[config.mk]
export PLATFORM = sky130hd
export DESIGN_NAME = follow_camera_smoother_top
export DESIGN_NICKNAME = d
export VERILOG_FILES = /design/src/rtl/fcs_pkg.sv /design/src/rtl/follow_camera_smoother_top.sv
export SDC_FILE = /design/constraint.sdc
export NUM_CORES = 2
export LEC_CHECK = 0
export BUFFER_PORTS_ARGS = -buffer_cell sky130_fd_sc_hd__clkbuf_2
export CAP_MARGIN = 0
export CORE_UTILIZATION = 40
export DETAILED_ROUTE_END_ITERATION = 7
export MAX_ROUTING_LAYER = met4
export PLACE_DENSITY_LB_ADDON = 0.2
export SYNTH_ARGS = -nofsm -noshare
export SYNTH_HDL_FRONTEND = slang
export SYNTH_SLANG_ARGS = --single-unit
[constraint.sdc]
create_clock -name clk -period 29.6 [get_ports clk]
set_clock_uncertainty 0.15 [all_clocks]
set_input_delay 2.96 -clock clk [delete_from_list [all_inputs] [get_ports clk]]
set_output_delay 2.96 -clock clk [all_outputs]
set_load 0.02 [all_outputs]
[src/rtl/fcs_pkg.sv]
package fcs_pkg;

    // Default sizes of the angle and position words.
    localparam int ANGLE_BITS_DEF = 16;
    localparam int POS_BITS_DEF   = 32;

    // Configuration port sizes and register indexes.
    localparam int CFG_INDEX_W = 8;
    localparam int CFG_DATA_W  = 24;

    localparam logic [CFG_INDEX_W-1:0] CFG_OFFSET_X      = 8'd0;
    localparam logic [CFG_INDEX_W-1:0] CFG_OFFSET_Y      = 8'd1;
    localparam logic [CFG_INDEX_W-1:0] CFG_POSITION_GAIN = 8'd2;
    localparam logic [CFG_INDEX_W-1:0] CFG_ROTATION_GAIN = 8'd3;

    // Register reset values.
    localparam logic signed [23:0] OFFSET_X_RST      = 24'sd0;
    localparam logic signed [23:0] OFFSET_Y_RST      = -24'sd64000;
    localparam logic [15:0]        POSITION_GAIN_RST = 16'd2048;
    localparam logic [15:0]        ROTATION_GAIN_RST = 16'd2560;

    // Quarter-wave sine polynomial coefficients, Q16.
    localparam logic [16:0] SIN_A = 17'd102944;
    localparam logic [16:0] SIN_B = 17'd42047;
    localparam logic [16:0] SIN_C = 17'd4640;
    localparam logic [15:0] SIN_MAX = 16'd32767;

    // Sequencer states.
    typedef enum logic [3:0] {
        ST_IDLE,
        ST_GROT,
        ST_DANG,
        ST_ANG,
        ST_GPOS,
        ST_SX2,
        ST_ST1,
        ST_ST2,
        ST_SY,
        ST_O0,
        ST_O1,
        ST_O2,
        ST_O3,
        ST_O4,
        ST_P1,
        ST_P2
    } fcs_state_t;

endpackage

[src/rtl/follow_camera_smoother_top.sv]
// Smoothed follow camera. Each input beat (time step, target heading, target
// position) turns the kept camera angle toward the heading along the shortest
// wrapped difference, rotates the configured look-ahead offset by the sine and
// cosine of the new angle, and moves the kept camera position toward target
// plus offset; one output beat with the new position and angle follows. Every
// product goes through a single shared signed multiplier, seventeen products
// in a row under a small sequencer, and in_stall stays high while the item is
// at work. The sequencer returns to idle between items, so a new item is
// accepted only after the last one has left the sequencer. A finished beat
// waits in the output register, so the
// next item may be accepted while it is still stalled; if it is still waiting
// when the next item finishes, the sequencer holds in its last step until the
// output register frees. Configuration writes are always ready.
module follow_camera_smoother_top #(
    parameter int ANGLE_BITS = fcs_pkg::ANGLE_BITS_DEF,
    parameter int POS_BITS   = fcs_pkg::POS_BITS_DEF
) (
    input  logic                               clk,
    input  logic                               rst_n,
    input  logic                               in_valid,
    output logic                               in_stall,
    input  logic [15:0]                        time_step,
    input  logic [ANGLE_BITS-1:0]              target_angle,
    input  logic signed [POS_BITS-1:0]         target_x,
    input  logic signed [POS_BITS-1:0]         target_y,
    output logic                               out_valid,
    input  logic                               out_stall,
    output logic signed [POS_BITS-1:0]         camera_x,
    output logic signed [POS_BITS-1:0]         camera_y,
    output logic [ANGLE_BITS-1:0]              camera_angle,
    input  logic                               cfg_valid,
    output logic                               cfg_ready,
    input  logic [fcs_pkg::CFG_INDEX_W-1:0]    cfg_index,
    input  logic [fcs_pkg::CFG_DATA_W-1:0]     cfg_data
);
    import fcs_pkg::*;

    // Rotated offset width and position difference width.
    localparam int OW = 27;
    localparam int DW = ((POS_BITS > OW) ? POS_BITS : OW) + 2;
    localparam int AW = DW;
    localparam int BW = 33;
    localparam int PW = AW + BW;

    fcs_state_t state_reg, state_next;

    logic signed [23:0]          off_x_reg, off_y_reg;
    logic [15:0]                 pos_gain_reg, rot_gain_reg;
    logic [ANGLE_BITS-1:0]       cam_angle_reg;
    logic signed [POS_BITS-1:0]  cam_x_reg, cam_y_reg;

    logic [15:0]                 dt_reg;
    logic [ANGLE_BITS-1:0]       tang_reg;
    logic signed [POS_BITS-1:0]  tx_reg, ty_reg;

    logic signed [PW-1:0]        prod_reg, acc_reg;
    logic [31:0]                 gpos_reg;
    logic [16:0]                 x_reg, x2_reg;
    logic [1:0]                  quad_reg;
    logic                        cos_sel_reg;
    logic signed [15:0]          sin_reg, cos_reg;
    logic signed [OW-1:0]        offx_reg, offy_reg;

    logic                        out_valid_reg;
    logic signed [POS_BITS-1:0]  out_x_reg, out_y_reg;
    logic [ANGLE_BITS-1:0]       out_angle_reg;

    logic signed [AW-1:0]        mul_a;
    logic signed [BW-1:0]        mul_b;
    logic signed [PW-1:0]        ext_a, ext_b;

    logic                        in_accept, cfg_accept, out_free;
    logic signed [ANGLE_BITS-1:0] diff;
    logic [31:0]                 phase;
    logic [16:0]                 x_start, prod_hi16;
    logic [16:0]                 y_raw;
    logic [15:0]                 y_cap;
    logic signed [15:0]          sine_val;
    logic signed [PW-1:0]        rnd24, rnd15_sub, rnd15_add;
    logic signed [DW-1:0]        dx, dy;

    assign in_accept  = in_valid && !in_stall;
    assign cfg_ready  = 1'b1;
    assign cfg_accept = cfg_valid && cfg_ready;
    assign out_free   = !out_valid_reg || !out_stall;
    assign in_stall   = (state_reg != ST_IDLE);

    assign out_valid    = out_valid_reg;
    assign camera_x     = out_x_reg;
    assign camera_y     = out_y_reg;
    assign camera_angle = out_angle_reg;

    // Wrapped angle difference and sine phase for the next evaluation.
    assign diff  = $signed(tang_reg - cam_angle_reg);
    assign phase = {cam_angle_reg, {(32-ANGLE_BITS){1'b0}}}
                   + ((state_reg == ST_SY) ? 32'h4000_0000 : 32'h0);
    assign x_start = phase[30] ? (17'h10000 - {1'b0, phase[29:14]})
                               : {1'b0, phase[29:14]};
    assign prod_hi16 = prod_reg[16 +: 17];

    // Polynomial result, capped and signed by quadrant.
    assign y_raw    = prod_reg[17 +: 17];
    assign y_cap    = (y_raw > {1'b0, SIN_MAX}) ? SIN_MAX : y_raw[15:0];
    assign sine_val = quad_reg[1] ? -$signed(y_cap) : $signed(y_cap);

    // Rounding of products before the final shifts.
    assign rnd24     = prod_reg + (PW'(1) <<< 23);
    assign rnd15_sub = acc_reg - prod_reg + (PW'(1) <<< 14);
    assign rnd15_add = acc_reg + prod_reg + (PW'(1) <<< 14);

    // Distances from the kept camera position to the look-ahead point.
    assign dx = DW'(tx_reg) + DW'(offx_reg) - DW'(cam_x_reg);
    assign dy = DW'(ty_reg) + DW'(offy_reg) - DW'(cam_y_reg);

    // Next state.
    always_comb
    begin
        state_next = state_reg;
        case (state_reg)
            ST_IDLE: if (in_valid) state_next = ST_GROT;
            ST_GROT: state_next = ST_DANG;
            ST_DANG: state_next = ST_ANG;
            ST_ANG:  state_next = ST_GPOS;
            ST_GPOS: state_next = ST_SX2;
            ST_SX2:  state_next = ST_ST1;
            ST_ST1:  state_next = ST_ST2;
            ST_ST2:  state_next = ST_SY;
            ST_SY:   state_next = cos_sel_reg ? ST_O0 : ST_SX2;
            ST_O0:   state_next = ST_O1;
            ST_O1:   state_next = ST_O2;
            ST_O2:   state_next = ST_O3;
            ST_O3:   state_next = ST_O4;
            ST_O4:   state_next = ST_P1;
            ST_P1:   state_next = ST_P2;
            ST_P2:   if (out_free) state_next = ST_IDLE;
            default: state_next = ST_IDLE;
        endcase
    end

    // Operand selection for the shared multiplier.
    always_comb
    begin
        mul_a = '0;
        mul_b = '0;
        case (state_reg)
            ST_GROT:
            begin
                mul_a = AW'($signed({1'b0, rot_gain_reg}));
                mul_b = BW'($signed({1'b0, dt_reg}));
            end
            ST_DANG:
            begin
                mul_a = AW'(diff);
                mul_b = $signed({1'b0, prod_reg[31:0]});
            end
            ST_ANG:
            begin
                mul_a = AW'($signed({1'b0, pos_gain_reg}));
                mul_b = BW'($signed({1'b0, dt_reg}));
            end
            ST_GPOS, ST_SY:
            begin
                mul_a = AW'($signed({1'b0, x_start}));
                mul_b = BW'($signed({1'b0, x_start}));
            end
            ST_SX2:
            begin
                mul_a = AW'($signed({1'b0, SIN_C}));
                mul_b = BW'($signed({1'b0, prod_hi16}));
            end
            ST_ST1:
            begin
                mul_a = AW'($signed({1'b0, SIN_B - prod_hi16}));
                mul_b = BW'($signed({1'b0, x2_reg}));
            end
            ST_ST2:
            begin
                mul_a = AW'($signed({1'b0, SIN_A - prod_hi16}));
                mul_b = BW'($signed({1'b0, x_reg}));
            end
            ST_O0:
            begin
                mul_a = AW'(off_x_reg);
                mul_b = BW'(cos_reg);
            end
            ST_O1:
            begin
                mul_a = AW'(off_y_reg);
                mul_b = BW'(sin_reg);
            end
            ST_O2:
            begin
                mul_a = AW'(off_x_reg);
                mul_b = BW'(sin_reg);
            end
            ST_O3:
            begin
                mul_a = AW'(off_y_reg);
                mul_b = BW'(cos_reg);
            end
            ST_O4:
            begin
                mul_a = AW'(dx);
                mul_b = $signed({1'b0, gpos_reg});
            end
            ST_P1:
            begin
                mul_a = AW'(dy);
                mul_b = $signed({1'b0, gpos_reg});
            end
            default:
            begin
                mul_a = '0;
                mul_b = '0;
            end
        endcase
    end

    assign ext_a = PW'(mul_a);
    assign ext_b = PW'(mul_b);

    // Control state and kept camera state.
    always_ff @(posedge clk or negedge rst_n)
    begin
        if (!rst_n)
        begin
            state_reg     <= ST_IDLE;
            cam_angle_reg <= '0;
            cam_x_reg     <= '0;
            cam_y_reg     <= '0;
            off_x_reg     <= OFFSET_X_RST;
            off_y_reg     <= OFFSET_Y_RST;
            pos_gain_reg  <= POSITION_GAIN_RST;
            rot_gain_reg  <= ROTATION_GAIN_RST;
            out_valid_reg <= 1'b0;
            cos_sel_reg   <= 1'b0;
        end
        else
        begin
            state_reg <= state_next;

            // Configuration register writes.
            if (cfg_accept)
            begin
                case (cfg_index)
                    CFG_OFFSET_X:      off_x_reg    <= $signed(cfg_data);
                    CFG_OFFSET_Y:      off_y_reg    <= $signed(cfg_data);
                    CFG_POSITION_GAIN: pos_gain_reg <= cfg_data[15:0];
                    CFG_ROTATION_GAIN: rot_gain_reg <= cfg_data[15:0];
                    default: ;
                endcase
            end

            // Output beat handshake.
            if (out_valid_reg && !out_stall)
                out_valid_reg <= 1'b0;
            if (state_reg == ST_P2 && out_free)
                out_valid_reg <= 1'b1;

            if (state_reg == ST_ANG)
                cam_angle_reg <= cam_angle_reg + rnd24[24 +: ANGLE_BITS];
            if (state_reg == ST_GPOS)
                cos_sel_reg <= 1'b0;
            if (state_reg == ST_SY)
                cos_sel_reg <= 1'b1;
            if (state_reg == ST_P1)
                cam_x_reg <= cam_x_reg + $signed(rnd24[24 +: POS_BITS]);
            if (state_reg == ST_P2 && out_free)
                cam_y_reg <= cam_y_reg + $signed(rnd24[24 +: POS_BITS]);
        end
    end

    // Datapath registers. The last product is held while the last step waits.
    always_ff @(posedge clk)
    begin
        if (state_reg != ST_P2 || out_free)
            prod_reg <= ext_a * ext_b;
        if (in_accept)
        begin
            dt_reg   <= time_step;
            tang_reg <= target_angle;
            tx_reg   <= target_x;
            ty_reg   <= target_y;
        end
        case (state_reg)
            ST_GPOS:
            begin
                gpos_reg <= prod_reg[31:0];
                x_reg    <= x_start;
                quad_reg <= phase[31:30];
            end
            ST_SX2:
                x2_reg <= prod_hi16;
            ST_SY:
            begin
                if (cos_sel_reg)
                    cos_reg <= sine_val;
                else
                begin
                    sin_reg  <= sine_val;
                    x_reg    <= x_start;
                    quad_reg <= phase[31:30];
                end
            end
            ST_O1, ST_O3:
                acc_reg <= prod_reg;
            ST_O2:
                offx_reg <= rnd15_sub[15 +: OW];
            ST_O4:
                offy_reg <= rnd15_add[15 +: OW];
            ST_P2:
            begin
                if (out_free)
                begin
                    out_x_reg     <= cam_x_reg;
                    out_y_reg     <= cam_y_reg + $signed(rnd24[24 +: POS_BITS]);
                    out_angle_reg <= cam_angle_reg;
                end
            end
            default: ;
        endcase
    end

`ifndef ASSERT_OFF
    // The camera angle moves only in its update step.
    a_angle_hold: assert property (@(posedge clk) disable iff (!rst_n)
        (state_reg != ST_ANG) |=> $stable(cam_angle_reg))
        else $error("camera angle changed outside its update step");

    // An accepted item always leads to the first multiply step.
    a_start: assert property (@(posedge clk) disable iff (!rst_n)
        in_accept |=> (state_reg == ST_GROT))
        else $error("accepted beat did not start the sequencer");

    // Leaving the last step always loads a valid output beat.
    a_out_load: assert property (@(posedge clk) disable iff (!rst_n)
        (state_reg == ST_P2 && out_free) |=> out_valid_reg)
        else $error("finished item produced no output beat");
`endif

endmodule

# Yosys cells after proc, flatten, opt, wreduce, memory -nomap -nowiden
# Index checks and enable logic that the tools add are counted.
# classes
mux	18
n_eq_ne	22
addsub	18
bitwise_logic	1
n_reduce_logical	29
order_cmp	1
n_mul	1
# ops
op	n
$pmux 34 s11	1
$pmux 33 s9	1
$add 42x16->42 const B	2
$sub 33x32->34	2
$add 32x27->33	2
$add 32x32->32	2
$pmux 4 s16	1
$add 56x25->56 const B	1
$mul 34x33->56	1
$add 42x42->42	1
$sub 42x42->42	1
$mux 17	2
$pmux 17 s2	1
$add 32x31->32	1
$eq 4x4->1 const B	8
$mux 16	2
$mux 31	1
$reduce_and 2->1	9
$gt 17x15->1 const B	1
$sub 16x17->17 const A	1
$sub 17x16->17 const A	1
$sub 17x17->17 const A	1
$add 16x16->16	1
$eq 4x3->1 const B	4
other kinds (21)	42
# totals
in_bits	133
wordCells	117
out_inout_bits	83
ff_bits	594

# Longest topological paths before layout
# logic_depth
depth_word	7
depth_mapped	48
mapped_depth_nobuf	47

# Least setup slack after synthesis
# OpenSTA, ideal clock, no wires.
# synth_timing
kind	register -> register
start	register cam_y_reg[3]
end	register prod_reg[54] (data pin)
slack_ns	18.654
synth_period_minus_slack_ns	10.946
setup_time_ns	0.261
t_arrival_ns	10.535
t_required_ns	29.189
n_path_buf	1
path_stages_with_launch	39
cell_sequence	dfrtp_1 > fa_1 > inv_1 > ha_1 > o211ai_1 > a21oi_1 > o41a_1 > a21oi_2 > o21ai_1 > or4_1 > a31oi_1 > o311a_1 > mux2i_1 > a211oi_2 > clkbuf_1 > nor2_1 > fa_1 > inv_1 > [3 not listed] > inv_1 > fa_1 > fa_1 > fa_1 > inv_1 > fa_1 > inv_1 > ha_1 > and3_1 > a221oi_1 > o21bai_1 > a21oi_1 > inv_1 > a211o_1 > a41o_1 > o41ai_1 > nor2_1 > a311o_1
# synth_between
elab_chain_cells	3
# synth_lines
element	line_no	text
start: declaration	follow_camera_smoother_top.sv:50	logic signed [POS_BITS-1:0] cam_x_reg, cam_y_reg;
start signal: assignment	follow_camera_smoother_top.sv:269	cam_y_reg <= cam_y_reg + $signed(rnd24[24 +: POS_BITS]);
$sub 33x32->34	follow_camera_smoother_top.sv:113	assign dy = DW'(ty_reg) + DW'(offy_reg) - DW'(cam_y_reg);
$pmux 34 s11	follow_camera_smoother_top.sv:145	case (state_reg)
$mul 34x33->56	follow_camera_smoother_top.sv:277	prod_reg <= ext_a * ext_b;
end signal: assignment	follow_camera_smoother_top.sv:277	
end: declaration	follow_camera_smoother_top.sv:56	logic signed [PW-1:0] prod_reg, acc_reg;
# No other way between the ends.
# A chain may end at the register's enable or synchronous reset.

# Worst setup path after layout
# layout_timing
start	register cam_y_reg[3]
end	register prod_reg[55] (data pin)
# The elaborated chain is that of the path after synthesis.

==> tab_implementation.tex <==
\begin{tabular}{lr}
\hline
Metric & Value \\
\hline
\multicolumn{2}{l}{\textbf{GRT}} \\
\quad Number of antenna violations at the first check in global routing & 9 \\
\quad All-layer global routing usage & between 20\% and 30\% \\
\quad Grt met1 use & 37.67\% \\
\quad M2 GR Usage & between 40\% and 50\% \\
\quad Wire length of the first global-routing pass & 365.7 mm \\
\quad GRT Residual Overflow & 0 \\
\quad Met3 usage in global routing & between 4 and 5\% \\
\quad Largest net degree at the start of global routing & between 90 and 100 \\
\quad GR peak layer & met2 \\
\quad Via count of the first global-routing pass & about 56000 \\
\multicolumn{2}{l}{\textbf{Route}} \\
\quad Final Routed Wirelength & 246.3 mm \\
\quad Detail-routed via count per cell & 5.471 \\
\quad Number of nets with antenna violations after routing & 0 \\
\quad Average detailed-routed wire length per instance & $\sim$25 um \\
\quad Drt first-iter violations & $\sim$4500 \\
\quad Number of vias after detailed routing & around 53000 \\
\quad DRT Pass-1 Iters & 6 \\
\quad Number of design rule violations left after detail routing & 0 \\
\multicolumn{2}{l}{\textbf{Timing}} \\
\quad Setup repair after global routing missed its margin & no \\
\quad Worst rel slew slack & about a tenth \\
\quad Final setup vio count & 0 \\
\quad Peak Freq & 72.54 MHz \\
\quad Final period util & between 40\% and 50\% \\
\quad Max-slew violation total from the final report & 0 \\
\quad Min Tclk post-route & $\sim$14 ns \\
\quad Final Hold Vio Count & 0 \\
\quad Setup TNS after final layout & 0 ns \\
\quad Transition time of the tightest slew-check pin & approximately 1.3 ns \\
\multicolumn{2}{l}{\textbf{Logic synthesis}} \\
\quad Seq/Total Area, Yosys & between 20\% and 30\% \\
\quad Syn avg cell area & a little under 10 um2 \\
\quad Synth cell types & 93 \\
\quad Post-synthesis register bit count & roughly 590 \\
\quad Synthesized net count & 8997 \\
\quad Synth warn & 0 \\
\quad Top post-synthesis cells by area & sky130\_fd\_sc\_hd\_\_fa\_1 (31\%), sky130\_fd\_sc\_hd\_\_edfxtp\_1 (18\%), sky130\_fd\_sc\_hd\_\_ha\_1 (9.2\%), sky130\_fd\_sc\_hd\_\_inv\_1 (7.7\%), sky130\_fd\_sc\_hd\_\_dfrtp\_1 (5.4\%) \\
\quad Cell type with the largest total area after synthesis & sky130\_fd\_sc\_hd\_\_fa\_1 \\
\quad Total standard cell area after synthesis & between 70000 and 80000 um2 \\
\quad Asr flop ratio synth & between 20\% and 30\% \\
\quad Mapped Cells & a little over 7000 \\
\quad EDFF count, synth & between 400 and 500 \\
\quad Top-area cell type share of the netlist area & a little under a third \\
\quad Prevailing post-synth register cell & sky130\_fd\_sc\_hd\_\_edfxtp\_1 \\
\multicolumn{2}{l}{\textbf{Clocking}} \\
\quad CTS sink cnt & just under 600 \\
\quad Setup Buffers After CTS & 0 \\
\quad CTS tree & yes \\
\quad Clock-pin slew on the worst setup and hold paths & 0.06 ns \\
\quad Library cell used as clock root buffer & sky130\_fd\_sc\_hd\_\_clkbuf\_16 \\
\quad Number of gates resized after CTS & 0 \\
\quad Latest clock arrival within the worst-skew pair & roughly 0.73 ns \\
\quad H-tree depth reported by CTS & 2 \\
\quad Cts-stage hold buffer count & 0 \\
\quad Number of buffers on the longest clock path & 3 \\
\quad TritonCTS buffer count & 61 \\
\multicolumn{2}{l}{\textbf{Critical path}} \\
\quad CP Data Arrival Time & 14.01 ns \\
\quad CP delay by family, top & adder cells \\
\quad Critical setup path kind & register to register \\
\quad Setup slack of the most critical reg-to-reg path & 15.81 ns \\
\quad Worst-path maximum fanout & 11 \\
\quad CP dominant cell by count & sky130\_fd\_sc\_hd\_\_fa\_1 \\
\quad Worst path bufs/invs & 4 \\
\quad Critical path data required time & 29.82 ns \\
\quad Worst Setup Start Kind & register \\
\quad Endpoint class of the critical path & register \\
\quad CP max stage delay & roughly 1.2 ns \\
\quad Slowest CP cell & sky130\_fd\_sc\_hd\_\_nand4\_1 \\
\multicolumn{2}{l}{\textbf{Floorplan}} \\
\quad Die area & approximately 180000 um2 \\
\quad Horizontal die dimension & 422.3 um \\
\quad Area inside the core boundary & roughly 170000 um2 \\
\quad Die Ht & 422.3 um \\
\quad Number of core rows & 153 \\
\quad Io pins & roughly 220 \\
\quad Starting density of the core & 40.48\% \\
\multicolumn{2}{l}{\textbf{Final layout}} \\
\quad Proportion of layout cells with a drive suffix above 1 & $\sim$9\% \\
\quad Flip-flop count of the largest register, all copies and words added & 56 \\
\quad Final \#Nets & approximately 9100 \\
\quad Area added between synthesis and finish & 9.167\% \\
\multicolumn{2}{l}{\textbf{Flow run}} \\
\quad Max-capacitance violation count & 0 \\
\multicolumn{2}{l}{\textbf{Placed design}} \\
\quad Number of I/O port buffers & roughly 210 \\
\quad Final HPWL DP & 193.4 mm \\
\quad Placer Congestion & 0.9526 \\
\multicolumn{2}{l}{\textbf{Worst hold path}} \\
\quad Class of the most critical hold timing path & register to register \\
\multicolumn{2}{l}{\textbf{Outcome}} \\
\quad Result of the run & complete, no violations \\
\hline
\end{tabular}
==> cells in the mapped netlist (all sizes together), types with 63 or more instances <==
cell and n:
a21o 113, a21oi 231, a22oi 68, clkbuf 257, dfrtp 153, edfxtp 425
fa 1097, ha 522, inv 1457, mux2 85, nand2 843, nand2b 63
nand3 66, nor2 624, o21ai 184, xnor2 236, xor2 82
==> logic make-up after synthesis <==
kind of cell	Yosys count	share of synthesized area [%]
multiplexers	95	1.496
buffers and inverters	1748	9.298
AO/OA/AOI/OAI	977	9.429
XOR/XNOR	319	3.983
adder cells (fa/ha/maj)	1619	40.32
AND/OR/NAND/NOR	1895	11.51
flip-flops	591	23.96
other	1	0.005306
==> worst paths after layout <==
kind,startpoint,endpoint,cells past startpoint
min reg2reg,prod_reg[36],acc_reg[36],0
min in group asynchronous,rst_n,cam_x_reg[1],1
min,prod_reg[36],acc_reg[36],0
max in group asynchronous,rst_n,off_y_reg[11],2
max,cam_y_reg[3],prod_reg[55],39
max reg2reg,cam_y_reg[3],prod_reg[55],39
==> cell usage in the layout, fill, tap and decap left out, drive strengths merged, types with 184 or more instances in the layout <==
cell / synthesis / final
fa: 1097 / 1097
nor2: 624 / 624
nand2: 843 / 843
a21oi: 231 / 231
ha: 522 / 522
clkbuf: 257 / 297
edfxtp: 425 / 425
inv: 1457 / 1460
o21ai: 184 / 184
xnor2: 236 / 236
==> metal layers <==
layer | wire length (um) | share of wire, % | vias up
met5 | 0 | 0 | -
met4 | 10970 | 4.5 | 0
met3 | 19300 | 7.8 | 421
met2 | 111800 | 45 | 2280
met1 | 104200 | 42 | 27380
li1 | - | - | 23300
==> metrics by stage <==
stage	std cells	area, um2	util, %	hold slack [ns]	setup WS (ns)
after floorplan	7245	70670	-	0.3012	18.65
after global placement	9638	74960	42.94	0.3292	16.21
after detailed placement	9638	74960	42.94	0.3401	16.09
after CTS	9754	77140	44.18	0.3524	15.99
after global routing	9756	77140	44.19	0.3655	15.30
final	9759	77150	44.19	0.3497	15.81
==> worst reg2reg max path, delay by kind of cell (launching register included) <==
family                     cells  cell delay (ns)
DFF                            1             0.41
and+or+nand+nor                8             2.90
buffers and inverters          4             0.19
AOI/OAI and AO/OA             15             4.43
adders and majority gates     11             5.28
xor gates and xnor gates       1             0.08
==> final cells by class <==
| type | count | area, um2 |
|---|---|---|
| diodes | 5 | 12.51 |
| clock buffers | 83 | 1844 |
| clock inverters | 33 | 335.3 |
| fillers | 16880 | 97440 |
| inverters | 1459 | 5479 |
| multi-input cells | 4906 | 47490 |
| flip-flops and latches | 591 | 16930 |
| well taps | 2325 | 2909 |
| repair buffers | 357 | 2153 |
Power is not shown: default switching activity piles up to over one toggle a cycle in this logic, so the estimate is an artifact.
